[config.mk]
export PLATFORM = sky130hd
export DESIGN_NAME = rtc_date_to_unix_seconds
export DESIGN_NICKNAME = d
export VERILOG_FILES = /design/src/hw/rtl/rtcdu_pkg.sv /design/src/hw/rtl/rtc_date_to_unix_seconds.sv
export SDC_FILE = /design/constraint.sdc
export NUM_CORES = 1
export LEC_CHECK = 0
export ABC_AREA = 1
export BUFFER_PORTS_ARGS = -buffer_cell sky130_fd_sc_hd__buf_2
export CORE_MARGIN = 2
export CORE_UTILIZATION = 60
export CTS_CLUSTER_SIZE = 16
export DETAILED_ROUTE_END_ITERATION = 16
export PLACE_DENSITY = 0.77
export RECOVER_POWER = 100
export SETUP_SLACK_MARGIN = 0.1
export SLEW_MARGIN = 10
export SYNTH_ARGS = -nofsm -noshare
export SYNTH_HDL_FRONTEND = slang
export SYNTH_SLANG_ARGS = --single-unit
[constraint.sdc]
create_clock -name clock -period 17.05 [get_ports clock]
set_input_delay 1.705 -clock clock [delete_from_list [all_inputs] [get_ports clock]]
set_output_delay 1.705 -clock clock [all_outputs]
set_load 0.03 [all_outputs]
[src/hw/rtl/rtcdu_pkg.sv]
// ----------------------------------------------------------------------------
// rtcdu_pkg
// Shared constants and helpers for the rtc calendar to unix seconds converter.
// ----------------------------------------------------------------------------
package rtcdu_pkg;

   localparam int ByteWidth   = 8;
   localparam int NumBytes    = 6;
   localparam int ReqWidth    = ByteWidth * NumBytes;
   localparam int RspWidth    = 32;

   localparam int YearWidth   = 12;
   localparam int EraWidth    = 4;
   localparam int EraMax      = 10;
   localparam int YoeWidth    = 9;
   localparam int NumWidth    = 16;
   localparam int QuotWidth   = 14;
   localparam int YtermWidth  = 18;
   localparam int HmsWidth    = 20;
   localparam int DaysWidth   = 23;

   // byte positions inside the request word
   localparam int SecIdx  = 0;
   localparam int MinIdx  = 1;
   localparam int HourIdx = 2;
   localparam int DayIdx  = 3;
   localparam int MonIdx  = 4;
   localparam int YearIdx = 5;

   localparam logic [YearWidth-1:0]  CenturyBase  = 12'd2000;
   localparam logic [ByteWidth-1:0]  TwoDigitMax  = 8'd100;
   localparam logic [ByteWidth-1:0]  FebMonth     = 8'd2;
   localparam logic [ByteWidth-1:0]  MarchShift   = 8'd3;
   localparam logic [ByteWidth-1:0]  JanShift     = 8'd9;
   localparam logic [YearWidth-1:0]  EraYears     = 12'd400;
   localparam logic [YoeWidth-1:0]   CenturyYears = 9'd100;
   localparam logic [YoeWidth-1:0]   DaysPerYear  = 9'd365;
   localparam logic [7:0]            MonthSpan    = 8'd153;
   localparam logic [NumWidth-1:0]   MonthRound   = 16'd2;
   localparam logic [NumWidth-1:0]   RecipFive    = 16'd52429;
   localparam int                    RecipShift   = 18;
   localparam logic [17:0]           DaysPerEra   = 18'd146097;
   localparam logic [DaysWidth-1:0]  EpochShift   = 23'd719468;
   localparam logic [31:0]           SecsPerDay   = 32'd86400;
   localparam logic [11:0]           SecsPerHour  = 12'd3600;
   localparam logic [5:0]            SecsPerMin   = 6'd60;
   localparam logic [3:0]            BcdWeight    = 4'd10;

   typedef struct packed {
      logic [ByteWidth-1:0] sec;
      logic [ByteWidth-1:0] min;
      logic [ByteWidth-1:0] hour;
      logic [ByteWidth-1:0] day;
      logic [ByteWidth-1:0] mon;
      logic [ByteWidth-1:0] year;
   } cal_type;

   // packed bcd decode when bcd is set, else the raw byte passes through; bad nibbles still weighted high*10 + low
   function automatic logic [ByteWidth-1:0] decode_byte(input logic [ByteWidth-1:0] raw,
                                                         input logic bcd);
      logic [ByteWidth-1:0] hi_w;
      hi_w = {4'd0, raw[7:4]} * {4'd0, BcdWeight};
      if (bcd) begin
         return hi_w + {4'd0, raw[3:0]};
      end
      return raw;
   endfunction

endpackage

[src/hw/rtl/rtc_date_to_unix_seconds.sv]
// ----------------------------------------------------------------------------
// rtc_date_to_unix_seconds
// Converts one rtc calendar snapshot (bcd or binary) into unix seconds.
// ----------------------------------------------------------------------------
// throughput: one word per cycle while rsp_tready allows, six register stages each with a valid bit
// a stalled output holds only the unbroken run of full stages next to it, stages before a gap keep moving
// reset: synchronous, clears all valid bits and sets the bcd mode bit
// ----------------------------------------------------------------------------
module rtc_date_to_unix_seconds (
   input  logic                          clock,
   input  logic                          reset,
   input  logic                          csr_valid,
   output logic                          csr_ready,
   input  logic                          csr_data,     // values_are_bcd
   input  logic                          req_tvalid,
   output logic                          req_tready,
   // seconds_raw, minutes_raw, hours_raw, day_raw, month_raw, year_raw
   input  logic [rtcdu_pkg::ReqWidth-1:0] req_tdata,
   output logic                          rsp_tvalid,
   input  logic                          rsp_tready,
   // unix_seconds
   output logic [rtcdu_pkg::RspWidth-1:0] rsp_tdata
);

   logic values_are_bcd_ff;

   logic v1_ff, v2_ff, v3_ff, v4_ff, v5_ff, v6_ff;
   logic rdy1, rdy2, rdy3, rdy4, rdy5, rdy6;

   // stage 1: decoded bytes
   rtcdu_pkg::cal_type cal_in, cal_ff;

   // stage 2
   logic [rtcdu_pkg::YearWidth-1:0] y_in, y_ff;
   logic [rtcdu_pkg::ByteWidth-1:0] mp_in, mp_ff;
   logic [rtcdu_pkg::ByteWidth-1:0] d2_ff;
   logic [rtcdu_pkg::HmsWidth-1:0]  hms_in, hms2_ff;

   // stage 3
   logic [rtcdu_pkg::EraMax-1:0]    era_hit;
   logic [rtcdu_pkg::EraWidth-1:0]  era_in, era3_ff;
   logic [rtcdu_pkg::YoeWidth-1:0]  yoe_in, yoe_ff;
   logic [rtcdu_pkg::NumWidth-1:0]  num_in, num_ff;
   logic [rtcdu_pkg::ByteWidth-1:0] d3_ff;
   logic [rtcdu_pkg::HmsWidth-1:0]  hms3_ff;

   // stage 4
   logic [31:0]                      prod_w;
   logic [2:0]                       cent_hit;
   logic [rtcdu_pkg::QuotWidth-1:0]  quot_in, quot_ff;
   logic [rtcdu_pkg::YtermWidth-1:0] yterm_in, yterm_ff;
   logic [rtcdu_pkg::EraWidth-1:0]   era4_ff;
   logic [rtcdu_pkg::ByteWidth-1:0]  d4_ff;
   logic [rtcdu_pkg::HmsWidth-1:0]   hms4_ff;

   // stage 5
   logic [rtcdu_pkg::DaysWidth-1:0] days_in, days_ff;
   logic [rtcdu_pkg::HmsWidth-1:0]  hms5_ff;

   // stage 6
   logic [31:0]                     days_ext;
   logic [rtcdu_pkg::RspWidth-1:0]  secs_in, secs_ff;

   assign csr_ready = 1'b1;

   always_ff @(posedge clock) begin
      if (reset) begin
         values_are_bcd_ff <= 1'b1;
      end else if (csr_valid) begin
         values_are_bcd_ff <= csr_data;
      end
   end

   // per-stage ready, a stage moves when it is empty or the next one moves
   assign rdy6       = !v6_ff || rsp_tready;
   assign rdy5       = !v5_ff || rdy6;
   assign rdy4       = !v4_ff || rdy5;
   assign rdy3       = !v3_ff || rdy4;
   assign rdy2       = !v2_ff || rdy3;
   assign rdy1       = !v1_ff || rdy2;
   assign req_tready = rdy1;
   assign rsp_tvalid = v6_ff;
   assign rsp_tdata  = secs_ff;

   always_ff @(posedge clock) begin
      if (reset) begin
         v1_ff <= 1'b0;
         v2_ff <= 1'b0;
         v3_ff <= 1'b0;
         v4_ff <= 1'b0;
         v5_ff <= 1'b0;
         v6_ff <= 1'b0;
      end else begin
         if (rdy1) v1_ff <= req_tvalid;
         if (rdy2) v2_ff <= v1_ff;
         if (rdy3) v3_ff <= v2_ff;
         if (rdy4) v4_ff <= v3_ff;
         if (rdy5) v5_ff <= v4_ff;
         if (rdy6) v6_ff <= v5_ff;
      end
   end

   // stage 1: bcd decode
   always_comb begin
      cal_in.sec  = rtcdu_pkg::decode_byte(req_tdata[rtcdu_pkg::SecIdx*8 +: 8],
                                           values_are_bcd_ff);
      cal_in.min  = rtcdu_pkg::decode_byte(req_tdata[rtcdu_pkg::MinIdx*8 +: 8],
                                           values_are_bcd_ff);
      cal_in.hour = rtcdu_pkg::decode_byte(req_tdata[rtcdu_pkg::HourIdx*8 +: 8],
                                           values_are_bcd_ff);
      cal_in.day  = rtcdu_pkg::decode_byte(req_tdata[rtcdu_pkg::DayIdx*8 +: 8],
                                           values_are_bcd_ff);
      cal_in.mon  = rtcdu_pkg::decode_byte(req_tdata[rtcdu_pkg::MonIdx*8 +: 8],
                                           values_are_bcd_ff);
      cal_in.year = rtcdu_pkg::decode_byte(req_tdata[rtcdu_pkg::YearIdx*8 +: 8],
                                           values_are_bcd_ff);
   end

   always_ff @(posedge clock) begin
      if (rdy1) begin
         cal_ff <= cal_in;
      end
   end

   // stage 2: full year, march-based month, time of day
   always_comb begin
      if (cal_ff.year < rtcdu_pkg::TwoDigitMax) begin
         y_in = rtcdu_pkg::CenturyBase + {4'd0, cal_ff.year};
      end else begin
         y_in = {4'd0, cal_ff.year};
      end
      if (cal_ff.mon <= rtcdu_pkg::FebMonth) begin
         y_in  = y_in - 12'd1;
         mp_in = cal_ff.mon + rtcdu_pkg::JanShift;
      end else begin
         mp_in = cal_ff.mon - rtcdu_pkg::MarchShift;
      end
      hms_in = {12'd0, cal_ff.hour} * {8'd0, rtcdu_pkg::SecsPerHour}
             + {12'd0, cal_ff.min} * {14'd0, rtcdu_pkg::SecsPerMin}
             + {12'd0, cal_ff.sec};
   end

   always_ff @(posedge clock) begin
      if (rdy2) begin
         y_ff    <= y_in;
         mp_ff   <= mp_in;
         d2_ff   <= cal_ff.day;
         hms2_ff <= hms_in;
      end
   end

   // stage 3: era and year of era, month numerator
   always_comb begin
      for (int k = 0; k < rtcdu_pkg::EraMax; k++) begin
         era_hit[k] = (y_ff >= 12'((k + 1) * 400));
      end
      era_in = rtcdu_pkg::EraWidth'($countones(era_hit));
      yoe_in = 9'(y_ff - 12'(era_in * rtcdu_pkg::EraYears));
      num_in = {8'd0, mp_ff} * {8'd0, rtcdu_pkg::MonthSpan} + rtcdu_pkg::MonthRound;
   end

   always_ff @(posedge clock) begin
      if (rdy3) begin
         era3_ff <= era_in;
         yoe_ff  <= yoe_in;
         num_ff  <= num_in;
         d3_ff   <= d2_ff;
         hms3_ff <= hms2_ff;
      end
   end

   // stage 4: divide by five through reciprocal, days from era start to year
   always_comb begin
      prod_w      = num_ff * rtcdu_pkg::RecipFive;
      quot_in     = prod_w[rtcdu_pkg::RecipShift +: rtcdu_pkg::QuotWidth];
      cent_hit[0] = (yoe_ff >= rtcdu_pkg::CenturyYears);
      cent_hit[1] = (yoe_ff >= 9'(2 * rtcdu_pkg::CenturyYears));
      cent_hit[2] = (yoe_ff >= 9'(3 * rtcdu_pkg::CenturyYears));
      yterm_in    = {9'd0, yoe_ff} * {9'd0, rtcdu_pkg::DaysPerYear}
                  + {11'd0, yoe_ff[8:2]}
                  - 18'($countones(cent_hit));
   end

   always_ff @(posedge clock) begin
      if (rdy4) begin
         quot_ff  <= quot_in;
         yterm_ff <= yterm_in;
         era4_ff  <= era3_ff;
         d4_ff    <= d3_ff;
         hms4_ff  <= hms3_ff;
      end
   end

   // stage 5: signed day count from epoch
   always_comb begin
      days_in = {19'd0, era4_ff} * {5'd0, rtcdu_pkg::DaysPerEra}
              + {5'd0, yterm_ff}
              + {9'd0, quot_ff}
              + {15'd0, d4_ff}
              - 23'd1
              - rtcdu_pkg::EpochShift;
   end

   always_ff @(posedge clock) begin
      if (rdy5) begin
         days_ff <= days_in;
         hms5_ff <= hms4_ff;
      end
   end

   // stage 6: seconds, low 32 bits
   always_comb begin
      days_ext = {{(32 - rtcdu_pkg::DaysWidth){days_ff[rtcdu_pkg::DaysWidth-1]}}, days_ff};
      secs_in  = 32'(days_ext * rtcdu_pkg::SecsPerDay) + {12'd0, hms5_ff};
   end

   always_ff @(posedge clock) begin
      if (rdy6) begin
         secs_ff <= secs_in;
      end
   end

   a_stall_means_full : assert property (@(posedge clock) disable iff (reset)
      !req_tready |-> (v1_ff && v2_ff && v3_ff && v4_ff && v5_ff && v6_ff && !rsp_tready))
      else $error("input stalled with an empty stage");

   a_word_moves_on : assert property (@(posedge clock) disable iff (reset)
      (v5_ff && rdy6) |=> v6_ff)
      else $error("word lost between last two stages");

   a_accept_fills : assert property (@(posedge clock) disable iff (reset)
      (req_tvalid && req_tready) |=> v1_ff)
      else $error("accepted word not held in first stage");

   a_reset_bcd : assert property (@(posedge clock)
      reset |=> values_are_bcd_ff)
      else $error("bcd mode not set by reset");

endmodule
==> impl_metrics.py <==
metrics = {
    "route": {
        "drt-wirelength-per-cell_um": 15.63,
        "drtAntennaViolNets": 0,
        "dr.pass1.iters": 5,
        "via_per_inst": 5.333,
        "drtIter0Drc": 950,
        "vias": 19780,
        "detail_route.wirelength_mm": 57.99,
        "drc": 0,
    },
    "sta": {
        "clock_skew_ns": 0.01838,
        "drv_slew": 306,
        "fin_crit_ns": 9.988,
        "slew_headroom": -1.293,
        "fmax_mhz": 100.1,
        "hold_viol_final": 0,
        "finalSetupTns_ns": 0,
        "rsz0062_at_grt": "no",
        "worstMarginPinSlew_ns": 3.440,
        "setup_violations": 0,
        "final.period_utilization": 0.5858,
    },
    "synthesis": {
        "synth-edff-count": 292,
        "synth_adder_area_share": 0.3911,
        "synth_cell_type_count": 55,
        "synth_top_area_frac": 0.2989,
        "synthCells": 2943,
        "synth_top_cells_by_area": "edfxtp_1, ha_1, fa_1, inv_1, nand2_1",
        "synth_xor_area_frac": 0.04982,
        "yosys.area_share.simple": 0.1025,
        "ys_ff_latch": 299,
        "syn_area_um2": 29340,
        "yosysMostFrequentCell": "inv_1",
        "synth_area_per_cell_um2": 9.968,
        "synth_compound_area_frac": 0.06602,
        "synthTopCellsByCount": "inv_1, ha_1, nand2_1",
        "yosys_warnings": 0,
        "synth_top_family_by_area": "adder cells",
        "synth_mux_area_frac": 0,
        "synth_nets": 3761,
        "synth_top_flop_cell": "edfxtp_1",
        "synth_top_area_cell": "edfxtp_1",
        "async_flop_share": 0,
        "yosysSeqAreaShare": 0.3037,
    },
    "global_routing": {
        "top_usage_layer": "met2",
        "grt_pass1_vias": 20840,
        "met1_usage": 0.3083,
        "track_usage": 0.2384,
        "grt_pass1_wl_mm": 97.62,
        "grt_max_degree": 66,
        "use_met3": 0.03142,
        "grtUsageMet2": 0.4230,
        "grt_antenna_before_repair": 0,
        "gr-total-overflow": 0,
    },
    "cells_and_area": {
        "diodes": 0,
        "nets": 3880,
        "drive_gt1_frac": 0.04470,
        "syn_to_final_growth_pct": 7.613,
        "design_area_um2": 31570,
    },
    "run_status": {
        "status": "finished, violations left",
        "violations": "capacitance limit, slew limit",
    },
    "setup_path": {
        "cp_slowest_stage_delay_ns": 2.28,
        "timing.rr.end": "cal_ff[4]$_DFFE_PP_",
        "cp.required_ns": 15.34,
        "cp_max_fo": 59,
        "cp_slowest_cell": "clkbuf_1",
        "path_cells": "clkbuf_1 -> nor2_1 -> inv_1 -> clkbuf_1 -> nor2_1 -> inv_1 -> nor2_1 -> clkinv_1 -> nor2_1 -> inv_2 -> clkbuf_1 -> nor2_1 -> nand2_2 -> clkbuf_1",
        "criticalPathCategory": "in -> out",
        "r2r-start": "rsp_tvalid$_SDFFE_PP0P_",
        "cp_common_cell": "nor2_1",
        "reg2reg_slack_ns": 8.15,
        "worst_setup_path_end_kind": "output pin",
        "r2r_cells": 14,
        "cp-start-kind": "input pin",
        "worstPathArrival_ns": 8.28,
        "critical-path-top-delay-family": "buffers and inverters",
        "cp_num_buf_inv": 8,
    },
    "clocking": {
        "cts_root_buf": "clkbuf_16",
        "clkTransAtPathRegs_ns": 0.06,
        "numCtsBuffers": 35,
        "cts_tree": "built",
        "post-cts-setup-buffer-count": 0,
        "clock_path_buffers": 3,
        "clk_latency_ns": 0.56,
        "htreeDepth": 2,
        "clock_sinks": 299,
        "cts-resized-gates": 0,
        "cts_hold_buf": 0,
    },
    "floorplan": {
        "core_area_um2": 48650,
        "rows": 81,
        "start_util": 0.6030,
        "die_y_um": 225.1,
        "die_area_um2": 50680,
        "ios": 89,
        "die_x_um": 225.1,
    },
    "placed_design": {
        "dp_hpwl_mm": 48.82,
        "port_buffers": 87,
        "dpl_cell_area_um2": 30550,
        "globalplace.congestion": 0.9124,
    },
    "min_path": {
        "hp-class": "reg -> reg",
        "hold_path_depth": 0,
        "whs_endpoint": "hms3_ff[7]$_DFFE_PP_",
        "min-delay-start": "hms2_ff[7]$_DFFE_PP_",
    },
    "job": {
        "drv_cap": 6,
    },
}
-- sequential cells by signal (all words and copies together), names as in the netlist, 4 cells and up --
register and count:
y_ff 12, cal_ff 48, mp_ff 8, days_ff 23, hms3_ff 20, d4_ff 8
num_ff 16, hms2_ff 20, yoe_ff 9, d3_ff 8, rsp_tdata 32, era4_ff 4
quot_ff 14, hms4_ff 20, era3_ff 4, yterm_ff 18, d2_ff 8, hms5_ff 20
-- layout make-up --
| type | instances | area [um2] |
|---|---|---|
| well taps | 622 | 778.2 |
| repair buffers | 92 | 387.9 |
| multi-input cells | 1967 | 17840 |
| inverters | 667 | 2504 |
| clock inverters | 17 | 202.7 |
| clock buffers | 45 | 943.4 |
| flip-flops and latches | 299 | 8909 |
| fillers | 3886 | 17080 |
-- worst max path at each step --
stage | from | endpoint | slack, ns | cells past startpoint
global route | rsp_tready | v1_ff$_SDFFE_PP0P_ | 6.24 | 15
detailed placement | rsp_tready | req_tready | 10.74 | 14
CTS | rsp_tready | req_tready | 10.73 | 14
floorplan | rsp_tready | req_tready | 7.80 | 10
global placement | rsp_tready | req_tready | 10.82 | 14
finish | rsp_tready | req_tready | 7.06 | 14
-- placed cells by master, fill, tap and decap left out, types with 9 or more instances in the layout --
master and instances:
nor2_1 139, nor3_1 26, edfxtp_1 292, xor2_1 107, o21bai_1 11, xnor2_1 58
a31oi_1 12, inv_1 658, nand3b_1 9, a21oi_1 151, nand4_1 20, nand2_1 389
nand2_2 15, a21o_1 14, ha_1 509, nand3_1 66, o211ai_1 9, buf_2 31
clkbuf_16 35, clkbuf_1 67, fa_1 255, o21ai_0 102
-- logic make-up after synthesis --
family,after synthesis
adder cells (fa/ha/maj),764
AND/OR/NAND/NOR,697
flip-flops,299
XOR/XNOR,166
buffers and inverters,677
AO/OA/AOI/OAI,339
other,1
-- per-layer routing --
layer  part of all wire  routed length [um]
met4              0.020                1151
met3              0.041                2382
met1               0.45               26150
met2               0.49               28300
met5                  0                   0
-- per-stage QoR --
stage               std cells  utilization  worst slack [ns]  hold slack, ns
floorplan                2943            -             7.798          0.4003
global placement         3647       0.6280             10.82          0.4008
detailed placement       3647       0.6280             10.74          0.4045
CTS                      3709       0.6515             10.73          0.4149
global route             3709       0.6489             6.244          0.4234
finish                   3709       0.6489             7.062          0.4085
Power is left out: the tool's default activity adds up to more than one toggle a clock period on the data nets, which glitch-free logic cannot reach.
